===== config.mk =====
export PLATFORM = sky130hd
export DESIGN_NAME = netlink_attribute_deframer
export DESIGN_NICKNAME = d
export VERILOG_FILES = /design/src/rtl/nad_pkg.sv /design/src/rtl/netlink_attribute_deframer.sv /design/src/rtl/nad_fifo.sv /design/src/rtl/nad_front.sv /design/src/rtl/nad_back.sv
export SDC_FILE = /design/constraint.sdc
export NUM_CORES = 1
export LEC_CHECK = 0
export BUFFER_PORTS_ARGS = -buffer_cell sky130_fd_sc_hd__clkbuf_2
export CORE_MARGIN = 2
export CORE_UTILIZATION = 30
export CTS_BUF_LIST = sky130_fd_sc_hd__clkbuf_2 sky130_fd_sc_hd__clkbuf_4 sky130_fd_sc_hd__clkbuf_8
export CTS_CLUSTER_SIZE = 28
export DETAILED_ROUTE_END_ITERATION = 8
export PLACE_DENSITY = 0.54
export SKIP_LAST_GASP = 1
export SLEW_MARGIN = 20
export SYNTH_ARGS = -nofsm -noshare
export SYNTH_HDL_FRONTEND = slang
export SYNTH_HIERARCHICAL = 1
export SYNTH_SLANG_ARGS = --single-unit
export TNS_END_PERCENT = 100

===== constraint.sdc =====
create_clock -name clk -period 14.6 [get_ports clk]
set_clock_uncertainty 0.1 [all_clocks]
set_input_delay 1.46 -clock clk [delete_from_list [all_inputs] [get_ports clk]]
set_output_delay 1.46 -clock clk [all_outputs]
set_load 0.1 [all_outputs]

===== src/rtl/nad_pkg.sv =====
// shared types, constants and helpers of the netlink attribute deframer
// no dependencies; used by every module under rtl/ except nad_fifo
package nad_pkg;

  localparam int CFG_IDX_W      = 1;
  localparam int CFG_DATA_W     = 1;
  localparam int QUEUE_DEPTH_DEF = 2;
  localparam int OUT_DEPTH_DEF   = 2;

  // configuration register indexes
  localparam logic [CFG_IDX_W-1:0] CFG_BYTE_ORDER = 1'd0;
  localparam logic [CFG_IDX_W-1:0] CFG_ARRAY_MODE = 1'd1;

  // byte classes
  localparam logic [2:0] CLS_ALIGN    = 3'd0;
  localparam logic [2:0] CLS_LEN_HDR  = 3'd1;
  localparam logic [2:0] CLS_TYPE_HDR = 3'd2;
  localparam logic [2:0] CLS_PAYLOAD  = 3'd3;
  localparam logic [2:0] CLS_PAD      = 3'd4;
  localparam logic [2:0] CLS_UNPARSED = 3'd5;
  localparam logic [2:0] CLS_ELEM_HDR = 3'd6;
  localparam logic [2:0] CLS_ERROR    = 3'd7;

  localparam logic [15:0] HDR_BYTES = 16'd4;

  typedef struct packed {
    logic [7:0]  data_byte;
    logic        region_start;
    logic [15:0] region_length;
    logic [1:0]  start_align;
  } in_item_t;

  typedef struct packed {
    logic [2:0]  byte_class;
    logic [7:0]  byte_out;
    logic [13:0] attr_kind;
    logic        nested_flag;
    logic        net_order_flag;
    logic [15:0] payload_length;
    logic [15:0] element_index;
    logic        in_element;
    logic        bounds_error;
    logic        region_last;
  } out_item_t;

  // word after the front end has decoded the region-start fields
  typedef struct packed {
    logic [7:0]  data_byte;
    logic        region_start;
    logic [15:0] region_length;
    logic [1:0]  skip;
    logic        zero_len;
    logic        short_region;
  } dec_item_t;

  typedef struct packed {
    logic       byte_order;
    logic       array_mode;
  } cfg_regs_t;

  function automatic logic [15:0] join16(input logic big, input logic [7:0] first,
                                         input logic [7:0] second);
    join16 = big ? {first, second} : {second, first};
  endfunction

  // padding after a clipped length c, rounded up to 4 and clipped to dl
  function automatic logic [2:0] clip_pad(input logic [16:0] c, input logic [16:0] dl);
    logic [17:0] t;
    logic [17:0] d;
    t = ({1'b0, c} + 18'd3) & ~18'd3;
    d = (t < {1'b0, dl}) ? (t - {1'b0, c}) : ({1'b0, dl} - {1'b0, c});
    clip_pad = d[2:0];
  endfunction

endpackage


===== src/rtl/netlink_attribute_deframer.sv =====
// Netlink attribute deframer: takes one byte word per cycle and returns one classified result
// word per byte, in order. A pushed word is written into the input queue, taken combinationally
// by the parser, written into the result queue when that has room, and popped from there; the
// parser is combinational, so one word a cycle is sustained as long as pop keeps up. A queue of
// QUEUE_DEPTH words sits between the decode front end and the parser, and a result queue of
// OUT_DEPTH words holds finished words, so either side may stall on its own.
// Configuration writes are always ready and take effect on the next byte the parser takes.
// depends on nad_pkg, nad_front, nad_fifo, nad_back
module netlink_attribute_deframer #(
  parameter int QUEUE_DEPTH = nad_pkg::QUEUE_DEPTH_DEF,
  parameter int OUT_DEPTH   = nad_pkg::OUT_DEPTH_DEF
) (
  input  logic                           clk,
  input  logic                           rst_n,
  input  logic                           push,
  output logic                           full,
  input  nad_pkg::in_item_t              in_item,
  output logic                           empty,
  input  logic                           pop,
  output nad_pkg::out_item_t             out_item,
  input  logic                           cfg_valid,
  output logic                           cfg_ready,
  input  logic [nad_pkg::CFG_IDX_W-1:0]  cfg_index,
  input  logic [nad_pkg::CFG_DATA_W-1:0] cfg_data
);
  import nad_pkg::*;

  dec_item_t dec_item;
  dec_item_t mid_item;
  out_item_t result;
  logic      mid_empty;
  logic      item_take;
  logic      res_full;
  logic      res_push;

  nad_front u_front (
    .in_item  (in_item),
    .dec_item (dec_item)
  );

  nad_fifo #(
    .WIDTH ($bits(dec_item_t)),
    .DEPTH (QUEUE_DEPTH)
  ) u_mid_q (
    .clk     (clk),
    .rst_n   (rst_n),
    .wr_en   (push),
    .wr_data (dec_item),
    .full    (full),
    .rd_en   (item_take),
    .rd_data (mid_item),
    .empty   (mid_empty)
  );

  nad_back u_back (
    .clk        (clk),
    .rst_n      (rst_n),
    .cfg_valid  (cfg_valid),
    .cfg_ready  (cfg_ready),
    .cfg_index  (cfg_index),
    .cfg_data   (cfg_data),
    .item_valid (!mid_empty),
    .item       (mid_item),
    .item_take  (item_take),
    .res_full   (res_full),
    .res_push   (res_push),
    .result     (result)
  );

  nad_fifo #(
    .WIDTH ($bits(out_item_t)),
    .DEPTH (OUT_DEPTH)
  ) u_out_q (
    .clk     (clk),
    .rst_n   (rst_n),
    .wr_en   (res_push),
    .wr_data (result),
    .full    (res_full),
    .rd_en   (pop),
    .rd_data (out_item),
    .empty   (empty)
  );

endmodule


===== src/rtl/nad_fifo.sv =====
// small first-in first-out queue of words
// depends on nothing; used by netlink_attribute_deframer
module nad_fifo #(
  parameter int WIDTH = 8,
  parameter int DEPTH = 2
) (
  input  logic             clk,
  input  logic             rst_n,
  input  logic             wr_en,
  input  logic [WIDTH-1:0] wr_data,
  output logic             full,
  input  logic             rd_en,
  output logic [WIDTH-1:0] rd_data,
  output logic             empty
);

  localparam int PTR_W = (DEPTH > 1) ? $clog2(DEPTH) : 1;
  localparam int CNT_W = $clog2(DEPTH + 1);
  localparam logic [PTR_W-1:0] LAST_PTR = PTR_W'(DEPTH - 1);
  localparam logic [CNT_W-1:0] FULL_CNT = CNT_W'(DEPTH);

  logic [WIDTH-1:0] mem_r [DEPTH];
  logic [PTR_W-1:0] wr_ptr_r, wr_ptr_nxt;
  logic [PTR_W-1:0] rd_ptr_r, rd_ptr_nxt;
  logic [CNT_W-1:0] count_r, count_nxt;
  logic             do_wr, do_rd;

  assign full    = (count_r == FULL_CNT);
  assign empty   = (count_r == '0);
  assign do_wr   = wr_en && !full;
  assign do_rd   = rd_en && !empty;
  assign rd_data = mem_r[rd_ptr_r];

  always_comb begin
    wr_ptr_nxt = wr_ptr_r;
    rd_ptr_nxt = rd_ptr_r;
    count_nxt  = count_r;
    if (do_wr) begin
      wr_ptr_nxt = (wr_ptr_r == LAST_PTR) ? '0 : wr_ptr_r + 1'b1;
    end
    if (do_rd) begin
      rd_ptr_nxt = (rd_ptr_r == LAST_PTR) ? '0 : rd_ptr_r + 1'b1;
    end
    if (do_wr && !do_rd) begin
      count_nxt = count_r + 1'b1;
    end else if (do_rd && !do_wr) begin
      count_nxt = count_r - 1'b1;
    end
  end

  always_ff @(posedge clk) begin
    if (!rst_n) begin
      wr_ptr_r <= '0;
      rd_ptr_r <= '0;
      count_r  <= '0;
    end else begin
      wr_ptr_r <= wr_ptr_nxt;
      rd_ptr_r <= rd_ptr_nxt;
      count_r  <= count_nxt;
    end
  end

  always_ff @(posedge clk) begin
    if (do_wr) begin
      mem_r[wr_ptr_r] <= wr_data;
    end
  end

endmodule


===== src/rtl/nad_front.sv =====
// front end: decodes region-start fields of each incoming byte word
// depends on nad_pkg
module nad_front (
  input  nad_pkg::in_item_t  in_item,
  output nad_pkg::dec_item_t dec_item
);
  import nad_pkg::*;

  logic [1:0] skip;

  // bytes to the next 4-byte boundary
  assign skip = 2'd0 - in_item.start_align;

  always_comb begin
    dec_item.data_byte     = in_item.data_byte;
    dec_item.region_start  = in_item.region_start;
    dec_item.region_length = in_item.region_length;
    dec_item.skip          = skip;
    dec_item.zero_len      = (in_item.region_length == 16'd0);
    dec_item.short_region  = (in_item.region_length < {14'd0, skip});
  end

endmodule


===== src/rtl/nad_back.sv =====
// back end: byte-level attribute parser and configuration registers
// depends on nad_pkg
module nad_back (
  input  logic               clk,
  input  logic               rst_n,
  input  logic               cfg_valid,
  output logic               cfg_ready,
  input  logic [nad_pkg::CFG_IDX_W-1:0]  cfg_index,
  input  logic [nad_pkg::CFG_DATA_W-1:0] cfg_data,
  input  logic               item_valid,
  input  nad_pkg::dec_item_t item,
  output logic               item_take,
  input  logic               res_full,
  output logic               res_push,
  output nad_pkg::out_item_t result
);
  import nad_pkg::*;

  typedef enum logic [3:0] {
    PH_IDLE, PH_ALIGN, PH_ERROR, PH_UNPARSED,
    PH_LEN0, PH_LEN1, PH_TYPE0, PH_TYPE1, PH_PAY, PH_PAD,
    PH_ELEN0, PH_ELEN1, PH_EIDX0, PH_EIDX1, PH_EUNP, PH_EPAD
  } phase_t;

  function automatic phase_t enter_outer(input logic [15:0] orem, input logic am);
    if (orem == 16'd0) begin
      enter_outer = PH_IDLE;
    end else if (orem >= HDR_BYTES) begin
      enter_outer = am ? PH_ELEN0 : PH_LEN0;
    end else begin
      enter_outer = PH_UNPARSED;
    end
  endfunction

  function automatic phase_t elem_finish(input logic [2:0] epad, input logic [15:0] orem,
                                         input logic am);
    elem_finish = (epad != 3'd0) ? PH_EPAD : enter_outer(orem, am);
  endfunction

  function automatic phase_t enter_inner(input logic [15:0] irem, input logic [2:0] epad,
                                         input logic [15:0] orem, input logic am);
    if (irem >= HDR_BYTES) begin
      enter_inner = PH_LEN0;
    end else if (irem != 16'd0) begin
      enter_inner = PH_EUNP;
    end else begin
      enter_inner = elem_finish(epad, orem, am);
    end
  endfunction

  cfg_regs_t   cfg_r, cfg_nxt;
  phase_t      phase_r, phase_nxt;
  logic [15:0] outer_rem_r, outer_rem_nxt;
  logic [15:0] inner_rem_r, inner_rem_nxt;
  logic [15:0] byte_cnt_r, byte_cnt_nxt;
  logic [15:0] attr_len_r, attr_len_nxt;
  logic [7:0]  hold_r, hold_nxt;
  logic [2:0]  apad_r, apad_nxt;
  logic [2:0]  epad_r, epad_nxt;
  logic [15:0] cur_attr_r, cur_attr_nxt;
  logic [15:0] cur_idx_r, cur_idx_nxt;

  phase_t      ph;
  logic        am;
  logic        last, attr_ph, inner_level, in_elem;
  logic [15:0] span, len;
  logic [16:0] dl, clip;

  assign cfg_ready = 1'b1;
  assign item_take = item_valid && !res_full;
  assign res_push  = item_take;
  assign am        = cfg_r.array_mode;

  always_comb begin
    cfg_nxt = cfg_r;
    if (cfg_valid) begin
      case (cfg_index)
        CFG_BYTE_ORDER: cfg_nxt.byte_order = cfg_data[0];
        CFG_ARRAY_MODE: cfg_nxt.array_mode = cfg_data[0];
        default: ;
      endcase
    end
  end

  always_comb begin
    phase_nxt     = phase_r;
    outer_rem_nxt = outer_rem_r;
    inner_rem_nxt = inner_rem_r;
    byte_cnt_nxt  = byte_cnt_r;
    attr_len_nxt  = attr_len_r;
    hold_nxt      = hold_r;
    apad_nxt      = apad_r;
    epad_nxt      = epad_r;
    cur_attr_nxt  = cur_attr_r;
    cur_idx_nxt   = cur_idx_r;
    ph            = PH_IDLE;
    last          = 1'b0;
    attr_ph       = 1'b0;
    inner_level   = 1'b0;
    in_elem       = 1'b0;
    span          = 16'd0;
    len           = 16'd0;
    dl            = 17'd0;
    clip          = 17'd0;

    result                = '0;
    result.byte_class     = CLS_UNPARSED;
    result.byte_out       = item.data_byte;

    if (item.region_start) begin
      inner_rem_nxt = 16'd0;
      byte_cnt_nxt  = 16'd0;
      attr_len_nxt  = 16'd0;
      hold_nxt      = 8'd0;
      apad_nxt      = 3'd0;
      epad_nxt      = 3'd0;
      cur_attr_nxt  = 16'd0;
      cur_idx_nxt   = 16'd0;
      outer_rem_nxt = item.region_length;
      if (item.zero_len) begin
        phase_nxt = PH_IDLE;
      end else if (item.short_region) begin
        phase_nxt = PH_ERROR;
      end else if (item.skip != 2'd0) begin
        phase_nxt    = PH_ALIGN;
        byte_cnt_nxt = {14'd0, item.skip};
      end else begin
        phase_nxt = enter_outer(item.region_length, am);
      end
    end

    if (item.region_start && item.zero_len) begin
      // empty region: only the start byte is reported
      result.byte_class   = (item.skip != 2'd0) ? CLS_ERROR : CLS_UNPARSED;
      result.bounds_error = (item.skip != 2'd0);
      result.region_last  = 1'b1;
    end else if (phase_nxt != PH_IDLE) begin
      ph = phase_nxt;
      if (outer_rem_nxt != 16'd0) begin
        outer_rem_nxt = outer_rem_nxt - 16'd1;
      end
      last        = (outer_rem_nxt == 16'd0);
      attr_ph     = (ph >= PH_LEN0) && (ph <= PH_PAD);
      inner_level = am && attr_ph;
      in_elem     = am && (attr_ph || ph >= PH_ELEN0);
      if (inner_level && inner_rem_nxt != 16'd0) begin
        inner_rem_nxt = inner_rem_nxt - 16'd1;
      end
      span = inner_level ? inner_rem_nxt : outer_rem_nxt;

      case (ph)
        PH_ALIGN: begin
          result.byte_class = CLS_ALIGN;
          if (byte_cnt_nxt != 16'd0) begin
            byte_cnt_nxt = byte_cnt_nxt - 16'd1;
          end
          if (byte_cnt_nxt == 16'd0) begin
            phase_nxt = enter_outer(outer_rem_nxt, am);
          end
        end
        PH_ERROR: begin
          result.byte_class = CLS_ERROR;
        end
        PH_UNPARSED: begin
          result.byte_class = CLS_UNPARSED;
        end
        PH_LEN0: begin
          result.byte_class = CLS_LEN_HDR;
          hold_nxt     = item.data_byte;
          cur_attr_nxt = 16'd0;
          attr_len_nxt = 16'd0;
          phase_nxt    = PH_LEN1;
        end
        PH_LEN1: begin
          result.byte_class = CLS_LEN_HDR;
          len  = join16(cfg_r.byte_order, hold_nxt, item.data_byte);
          dl   = {1'b0, span} + 17'd2;
          clip = ({1'b0, len} < dl) ? {1'b0, len} : dl;
          if (len < HDR_BYTES || clip < 17'd4) begin
            // bad length stops this level
            if (!am) begin
              phase_nxt = PH_UNPARSED;
            end else if (inner_rem_nxt != 16'd0) begin
              phase_nxt = PH_EUNP;
            end else begin
              phase_nxt = elem_finish(epad_nxt, outer_rem_nxt, am);
            end
          end else begin
            attr_len_nxt = clip[15:0];
            apad_nxt     = clip_pad(clip, dl);
            byte_cnt_nxt = clip[15:0] - HDR_BYTES;
            phase_nxt    = PH_TYPE0;
          end
        end
        PH_TYPE0: begin
          result.byte_class = CLS_TYPE_HDR;
          hold_nxt  = item.data_byte;
          phase_nxt = PH_TYPE1;
        end
        PH_TYPE1, PH_PAY: begin
          if (ph == PH_TYPE1) begin
            result.byte_class = CLS_TYPE_HDR;
            cur_attr_nxt = join16(cfg_r.byte_order, hold_nxt, item.data_byte);
          end else begin
            result.byte_class = CLS_PAYLOAD;
            if (byte_cnt_nxt != 16'd0) begin
              byte_cnt_nxt = byte_cnt_nxt - 16'd1;
            end
          end
          if (byte_cnt_nxt != 16'd0) begin
            phase_nxt = PH_PAY;
          end else if (apad_nxt != 3'd0) begin
            byte_cnt_nxt = {13'd0, apad_nxt};
            phase_nxt    = PH_PAD;
          end else if (am) begin
            phase_nxt = enter_inner(inner_rem_nxt, epad_nxt, outer_rem_nxt, am);
          end else begin
            phase_nxt = enter_outer(outer_rem_nxt, am);
          end
        end
        PH_PAD: begin
          result.byte_class = CLS_PAD;
          if (byte_cnt_nxt != 16'd0) begin
            byte_cnt_nxt = byte_cnt_nxt - 16'd1;
          end
          if (byte_cnt_nxt == 16'd0) begin
            if (am) begin
              phase_nxt = enter_inner(inner_rem_nxt, epad_nxt, outer_rem_nxt, am);
            end else begin
              phase_nxt = enter_outer(outer_rem_nxt, am);
            end
          end
        end
        PH_ELEN0: begin
          result.byte_class = CLS_ELEM_HDR;
          hold_nxt      = item.data_byte;
          cur_idx_nxt   = 16'd0;
          inner_rem_nxt = 16'd0;
          epad_nxt      = 3'd0;
          phase_nxt     = PH_ELEN1;
        end
        PH_ELEN1: begin
          result.byte_class = CLS_ELEM_HDR;
          len  = join16(cfg_r.byte_order, hold_nxt, item.data_byte);
          dl   = {1'b0, outer_rem_nxt} + 17'd2;
          clip = ({1'b0, len} < dl) ? {1'b0, len} : dl;
          if (len < HDR_BYTES || clip < 17'd4) begin
            phase_nxt = PH_UNPARSED;
          end else begin
            epad_nxt      = clip_pad(clip, dl);
            inner_rem_nxt = clip[15:0] - HDR_BYTES;
            phase_nxt     = PH_EIDX0;
          end
        end
        PH_EIDX0: begin
          result.byte_class = CLS_ELEM_HDR;
          hold_nxt  = item.data_byte;
          phase_nxt = PH_EIDX1;
        end
        PH_EIDX1: begin
          result.byte_class = CLS_ELEM_HDR;
          cur_idx_nxt = join16(cfg_r.byte_order, hold_nxt, item.data_byte);
          phase_nxt   = enter_inner(inner_rem_nxt, epad_nxt, outer_rem_nxt, am);
        end
        PH_EUNP: begin
          result.byte_class = CLS_UNPARSED;
          if (inner_rem_nxt != 16'd0) begin
            inner_rem_nxt = inner_rem_nxt - 16'd1;
          end
          if (inner_rem_nxt == 16'd0) begin
            phase_nxt = elem_finish(epad_nxt, outer_rem_nxt, am);
          end
        end
        PH_EPAD: begin
          result.byte_class = CLS_PAD;
          if (epad_nxt != 3'd0) begin
            epad_nxt = epad_nxt - 3'd1;
          end
          if (epad_nxt == 3'd0) begin
            phase_nxt = enter_outer(outer_rem_nxt, am);
          end
        end
        default: begin
          result.byte_class = CLS_UNPARSED;
        end
      endcase

      if (last) begin
        phase_nxt = PH_IDLE;
      end

      if (attr_ph) begin
        result.attr_kind      = cur_attr_nxt[13:0];
        result.nested_flag    = cur_attr_nxt[15];
        result.net_order_flag = cur_attr_nxt[14];
        result.payload_length = (attr_len_nxt >= HDR_BYTES) ? attr_len_nxt - HDR_BYTES : 16'd0;
      end
      if (in_elem) begin
        result.element_index = cur_idx_nxt;
        result.in_element    = 1'b1;
      end
      result.bounds_error = (ph == PH_ERROR);
      result.region_last  = last;
    end
  end

  always_ff @(posedge clk) begin
    if (!rst_n) begin
      cfg_r       <= '0;
      phase_r     <= PH_IDLE;
      outer_rem_r <= '0;
      inner_rem_r <= '0;
      byte_cnt_r  <= '0;
      attr_len_r  <= '0;
      hold_r      <= '0;
      apad_r      <= '0;
      epad_r      <= '0;
      cur_attr_r  <= '0;
      cur_idx_r   <= '0;
    end else begin
      cfg_r <= cfg_nxt;
      if (item_take) begin
        phase_r     <= phase_nxt;
        outer_rem_r <= outer_rem_nxt;
        inner_rem_r <= inner_rem_nxt;
        byte_cnt_r  <= byte_cnt_nxt;
        attr_len_r  <= attr_len_nxt;
        hold_r      <= hold_nxt;
        apad_r      <= apad_nxt;
        epad_r      <= epad_nxt;
        cur_attr_r  <= cur_attr_nxt;
        cur_idx_r   <= cur_idx_nxt;
      end
    end
  end

endmodule


==> flow_summary.yaml, run 1 <==
logic_synthesis:
  synth_edf_count: 182
  synthSimpleGateAreaFrac: 0.202
  seq_area_frac_synth: 0.364
  muxShareOfSynthArea: 0.0810
  synth_fa_ha_area_frac: 0.0479
  synth-compound-area-share: 0.208
  synth_largest_area_cell: "edfxtp_1"
  async_flop_share: 0
  synthCells: 2461
  ys.flop_type: "edfxtp_1"
  synth_warnings: 6
  synthDistinctLibCells: 109
  ys_ff_latch: 308
  synth_nets: 2577
  yosysMostFrequentCell: "nor2_1"
  synth_commonest_cells: "nor2_1, nand2_1, edfxtp_1"
  synth_top_family_by_area: "compound AO/OA/AOI/OAI gates"
  synth_area_um2: 21900
  yosys-top-cells-area: "edfxtp_1, dfxtp_1, mux2_2, nor2_1, ha_1"
  synthXorXnorAreaFrac: 0.0470
  synth_area_per_cell_um2: 8.91
  netlist.area_leader.share: 0.249
setup_path:
  end_kind: "flip-flop"
  crit_type: "reg2reg"
  slowest_stage: "mux2i_1"
  worstPathRequired_ns: 15.09
  rrSetupSlack_ns: 1.53
  cpPeakStageDelay_ns: 0.80
  startpoint_type: "flip-flop"
  arrival_ns: 13.56
  critPathMaxFanout: 54
floorplan:
  die_w_um: 274
  initial_core_util: 0.302
  dieHeight_um: 274
  die-area_um2: 75300
  pin_count: 99
  num_rows: 99
  core_um2: 72700
global_route:
  grt_use_total: 0.211
  first_global_vias: 19200
  grt_max_degree: 88
  antenna_found_initial: 3
  grt.overflow.total: 0
  grt_pass1_wl_mm: 122
place:
  pre_cts_ws_ns: 1.64
  gp_congestion: 0.959
  port_buffers: 97
  hpwl_mm: 60.2
timing:
  rsz0062_at_grt: "no"
  tightest_slew_ns: 1.14
  fin_ws_ns: 1.53
  finalCritPeriodShare: 0.895
  drv_slew: 0
  max_freq_mhz: 76.5
  maxSlewHeadroom: 0.241
  setup_violations: 0
  hold_viol: 0
  fin_crit_ns: 13.07
  setup-tns-final_ns: 0
cts:
  cts_resized: 0
  clk_root_buffer_cell: "clkbuf_8"
  cts_tree: "built"
  holdBufCountCts: 0
  numCtsBuffers: 55
  h-tree-depth: 2
  clkSlewWorstSetupHoldPaths_ns: 0.07
  cts.path.max_buffers: 3
  cts_setup_buffers: 0
  clock_latency_ns: 0.67
  cts.sinks: 308
detailed_routing:
  post_drt_wl_per_cell_um: 23.0
  postRouteAntennaNets: 0
  routed_wl_mm: 80.7
  via_count: 20100
  drc: 0
  drt_iter0_markers: 1844
  firstDrtPassIters: 5
  vias_per_cell: 5.73
layout:
  area_growth_pct: 11.4
  nFillCells: 7508
  nets: 2623
  final_layout_size_suffix_gt1_frac: 0.168
outcome:
  status: "finished, final reports clean"
job:
  drv_cap: 0
worst_hold_path:
  hold_path_class: "reg2reg"
-- per-layer routing --
layer	global-route usage	routed length (um)	vias up
li1	-	-	9318
met1	0.288	35900	9768
met2	0.330	35800	867
met3	0.0341	5730	184
met4	0.0851	3180	4
met5	0	23	-
-- cell type report --
class / instances / area (um^2) / share of cell area
Multi-Input combinational cell: 1931 / 12900 / 0.528
Timing Repair Buffer: 148 / 872 / 0.0357
Inverter: 63 / 236 / 0.00967
Clock inverter: 26 / 277 / 0.0113
Sequential cell: 308 / 7990 / 0.327
Antenna cell: 1 / 2.50 / 0.000102
Tap cell: 959 / 1200 / 0.0491
Clock buffer: 78 / 948 / 0.0388
-- per-stage QoR --
step	util	std cells	cell area, um^2	hold slack, ns
6_report	0.336	3514	24400	0.368
5_1_grt	0.336	3514	24400	0.390
4_1_cts	0.336	3513	24400	0.362
3_5_place_dp	0.319	3409	23200	0.345
3_3_place_gp	0.319	3409	23200	0.336
2_1_floorplan	-	2461	21900	0.317
-- final timing paths --
kind | startpoint | end | cells after the start
worst max-delay path | flip-flop | u_back/apad_r[2] | 46
worst min-delay path | u_back/outer_rem_r[9] | u_back/outer_rem_r[9] | 2
worst max register to register | flip-flop | u_back/apad_r[2] | 46
worst min register to register | u_back/outer_rem_r[9] | u_back/outer_rem_r[9] | 2
-- cells by family (layout without fill, tap and decap cells) --
family | Yosys count | count (layout)
AO/OA/AOI/OAI | 669 | 669
other | 1 | 2
adder cells (fa/ha/maj) | 83 | 83
XOR/XNOR | 116 | 116
AND/OR/NAND/NOR | 900 | 900
multiplexers | 162 | 162
flip-flops | 308 | 308
buffers and inverters | 222 | 315
-- worst max-delay path: cells and delay by family, from the launching register on --
family	cells	cell delay (ns)
muxes	3	1.97
adders and majority gates	7	2.09
DFF	1	0.70
and+or+nand+nor	11	2.27
xor gates and xnor gates	1	0.14
AOI/OAI and AO/OA	20	5.11
buffers and inverters	4	0.57
-- cell usage in the layout, fill, tap and decap left out, types with 36 or more instances in the layout --
| cell type | count |
|---|---|
| inv_1 | 54 |
| buf_4 | 50 |
| nor4_1 | 36 |
| a21oi_1 | 131 |
| a21o_1 | 38 |
| nor2_1 | 280 |
| mux2_2 | 107 |
| ha_1 | 80 |
| dfxtp_1 | 125 |
| clkbuf_8 | 58 |
| nand3_1 | 68 |
| o21ai_0 | 121 |
| a22oi_1 | 98 |
| nand2_1 | 194 |
| edfxtp_1 | 182 |
| xnor2_1 | 80 |
| nor3_1 | 86 |
| clkbuf_2 | 97 |
| mux2i_1 | 51 |
-- flip-flops by register name, summed over array words and instances (netlist names), 4 cells and up, named ones only --
name,flops
u_out_q/mem_r,124
u_back/hold_r,8
u_back/phase_r,4
u_back/cur_idx_r,16
u_back/inner_rem_r,16
u_back/cur_attr_r,16
u_back/byte_cnt_r,16
u_back/outer_rem_r,16
u_mid_q/mem_r,58
u_back/attr_len_r,16
Power of run 1 is left out: the tool's default activity adds up to more than one toggle a clock period on the data nets, which glitch-free logic cannot reach.
==> run 2: changes to the inputs <==
Settings changed: CTS_BUF_LIST sky130_fd_sc_hd__clkbuf_2 sky130_fd_sc_hd__clkbuf_4 sky130_fd_sc_hd__clkbuf_8 to sky130_fd_sc_hd__clkbuf_16.
==> flow_summary.yaml, run 2 (synthesis results as in run 1) <==
outcome:
  status: "finished, final reports clean"
place:
  pre_cts_ws_ns: 1.64
  gp_congestion: 0.959
  port_buffers: 97
  hpwl_mm: 60.2
timing:
  hold_viol: 0
  fin_crit_ns: 13.10
  maxSlewHeadroom: 0.246
  tightest_slew_ns: 1.13
  setup-tns-final_ns: 0
  setup_violations: 0
  max_freq_mhz: 76.3
  rsz0062_at_grt: "no"
  drv_slew: 0
  fin_ws_ns: 1.50
  finalCritPeriodShare: 0.897
global_route:
  grt_max_degree: 88
  antenna_found_initial: 1
  grt.overflow.total: 0
  first_global_vias: 18900
  grt_pass1_wl_mm: 121
  grt_use_total: 0.210
detailed_routing:
  drc: 0
  via_count: 20000
  drt_iter0_markers: 1895
  vias_per_cell: 5.77
  postRouteAntennaNets: 0
  routed_wl_mm: 80.5
  firstDrtPassIters: 5
  post_drt_wl_per_cell_um: 23.2
layout:
  nets: 2605
  layout_commonest_cell: "nor2_1"
  area_growth_pct: 11.4
  largest_register: "u_out_q/mem_r"
  final_cell_mix: "nor2_1, nand2_1, edfxtp_1"
  top_regs: "u_out_q/mem_r (124), u_mid_q/mem_r (58)"
  final_layout_size_suffix_gt1_frac: 0.155
  nFillCells: 7465
  multiInputGateArea_um2: 12900
  antenna_cells: 0
  largest_reg_flops: 124
  register_area_um2: 7990
cts:
  cts.sinks: 308
  clock_latency_ns: 0.56
  cts.path.max_buffers: 3
  h-tree-depth: 2
  cts_setup_buffers: 0
  numCtsBuffers: 37
  clkSlewWorstSetupHoldPaths_ns: 0.06
  cts_tree: "built"
  clk_root_buffer_cell: "clkbuf_16"
  holdBufCountCts: 0
  cts_resized: 0
setup_path:
  slowest_stage: "mux2i_2"
  ff2ff_path_depth: 45
  critPathBufInv: 4
  startpoint_type: "flip-flop"
  crit_type: "reg2reg"
  cp_common_cell: "a21o_1"
  arrival_ns: 13.49
  end_kind: "flip-flop"
  critPathMaxFanout: 33
  cpPeakStageDelay_ns: 0.91
  worstPathRequired_ns: 14.99
  crit_family: "compound AO/OA/AOI/OAI gates"
  rrSetupSlack_ns: 1.50
  cp.depth: 45
floorplan:
  num_rows: 99
  initial_core_util: 0.302
  die_w_um: 274
  die-area_um2: 75300
  pin_count: 99
  core_um2: 72700
  dieHeight_um: 274
worst_hold_path:
  hold_path_class: "reg2reg"
  whs_path_depth: 2
job:
  drv_cap: 0
run 2: cell count changes in the layout (fill, tap and decap cells not counted), sizes merged:
cell | before | now
clkbuf | 175 | 135
clkinv | 22 | 24
bufinv | 5 | 4
diode | 1 | 0
inv | 60 | 61
run 2: final timing paths:
check	start	to
max	flip-flop	u_back/apad_r[2]
min	u_back/outer_rem_r[9]	u_back/outer_rem_r[9]
max reg2reg	flip-flop	u_back/apad_r[2]
min reg2reg	u_back/outer_rem_r[9]	u_back/outer_rem_r[9]
run 2: stage by stage:
stage / utilization / instances / hold slack [ns] / instance area, um^2
after global placement: 0.319 / 3409 / 0.336 / 23200
after floorplan: - / 2461 / 0.317 / 21900
final: 0.336 / 3475 / 0.366 / 24400
after CTS: 0.336 / 3475 / 0.359 / 24400
after detailed placement: 0.319 / 3409 / 0.345 / 23200
after global routing: 0.336 / 3475 / 0.389 / 24400
run 2: final cells by class:
class / instances / area share
clock buffer: 38 / 0.0389
clock inverter: 28 / 0.0114
inverter: 63 / 0.00967
multi-input combinational: 1931 / 0.528
sequential: 308 / 0.327
tap: 959 / 0.0491
timing repair buffer: 148 / 0.0357
run 2: metal layers:
layer	vias to the layer above	global-route usage	wire [um]
li1	9269	-	-
met4	2	0.0798	3070
met3	167	0.0295	5050
met5	-	0	11
met1	9788	0.290	36700
met2	814	0.330	35700
run 2: worst register-to-register path: cells and delay by family, from the launching register on:
kind | cells | cell delay [ns]
compound gates | 20 | 4.87
simple gates | 10 | 2.70
mux | 3 | 1.85
fa+ha+maj | 6 | 1.69
buf+inv | 4 | 0.84
flops | 1 | 0.70
xor+xnor | 2 | 0.31
Power of run 2 is left out for the same reason.
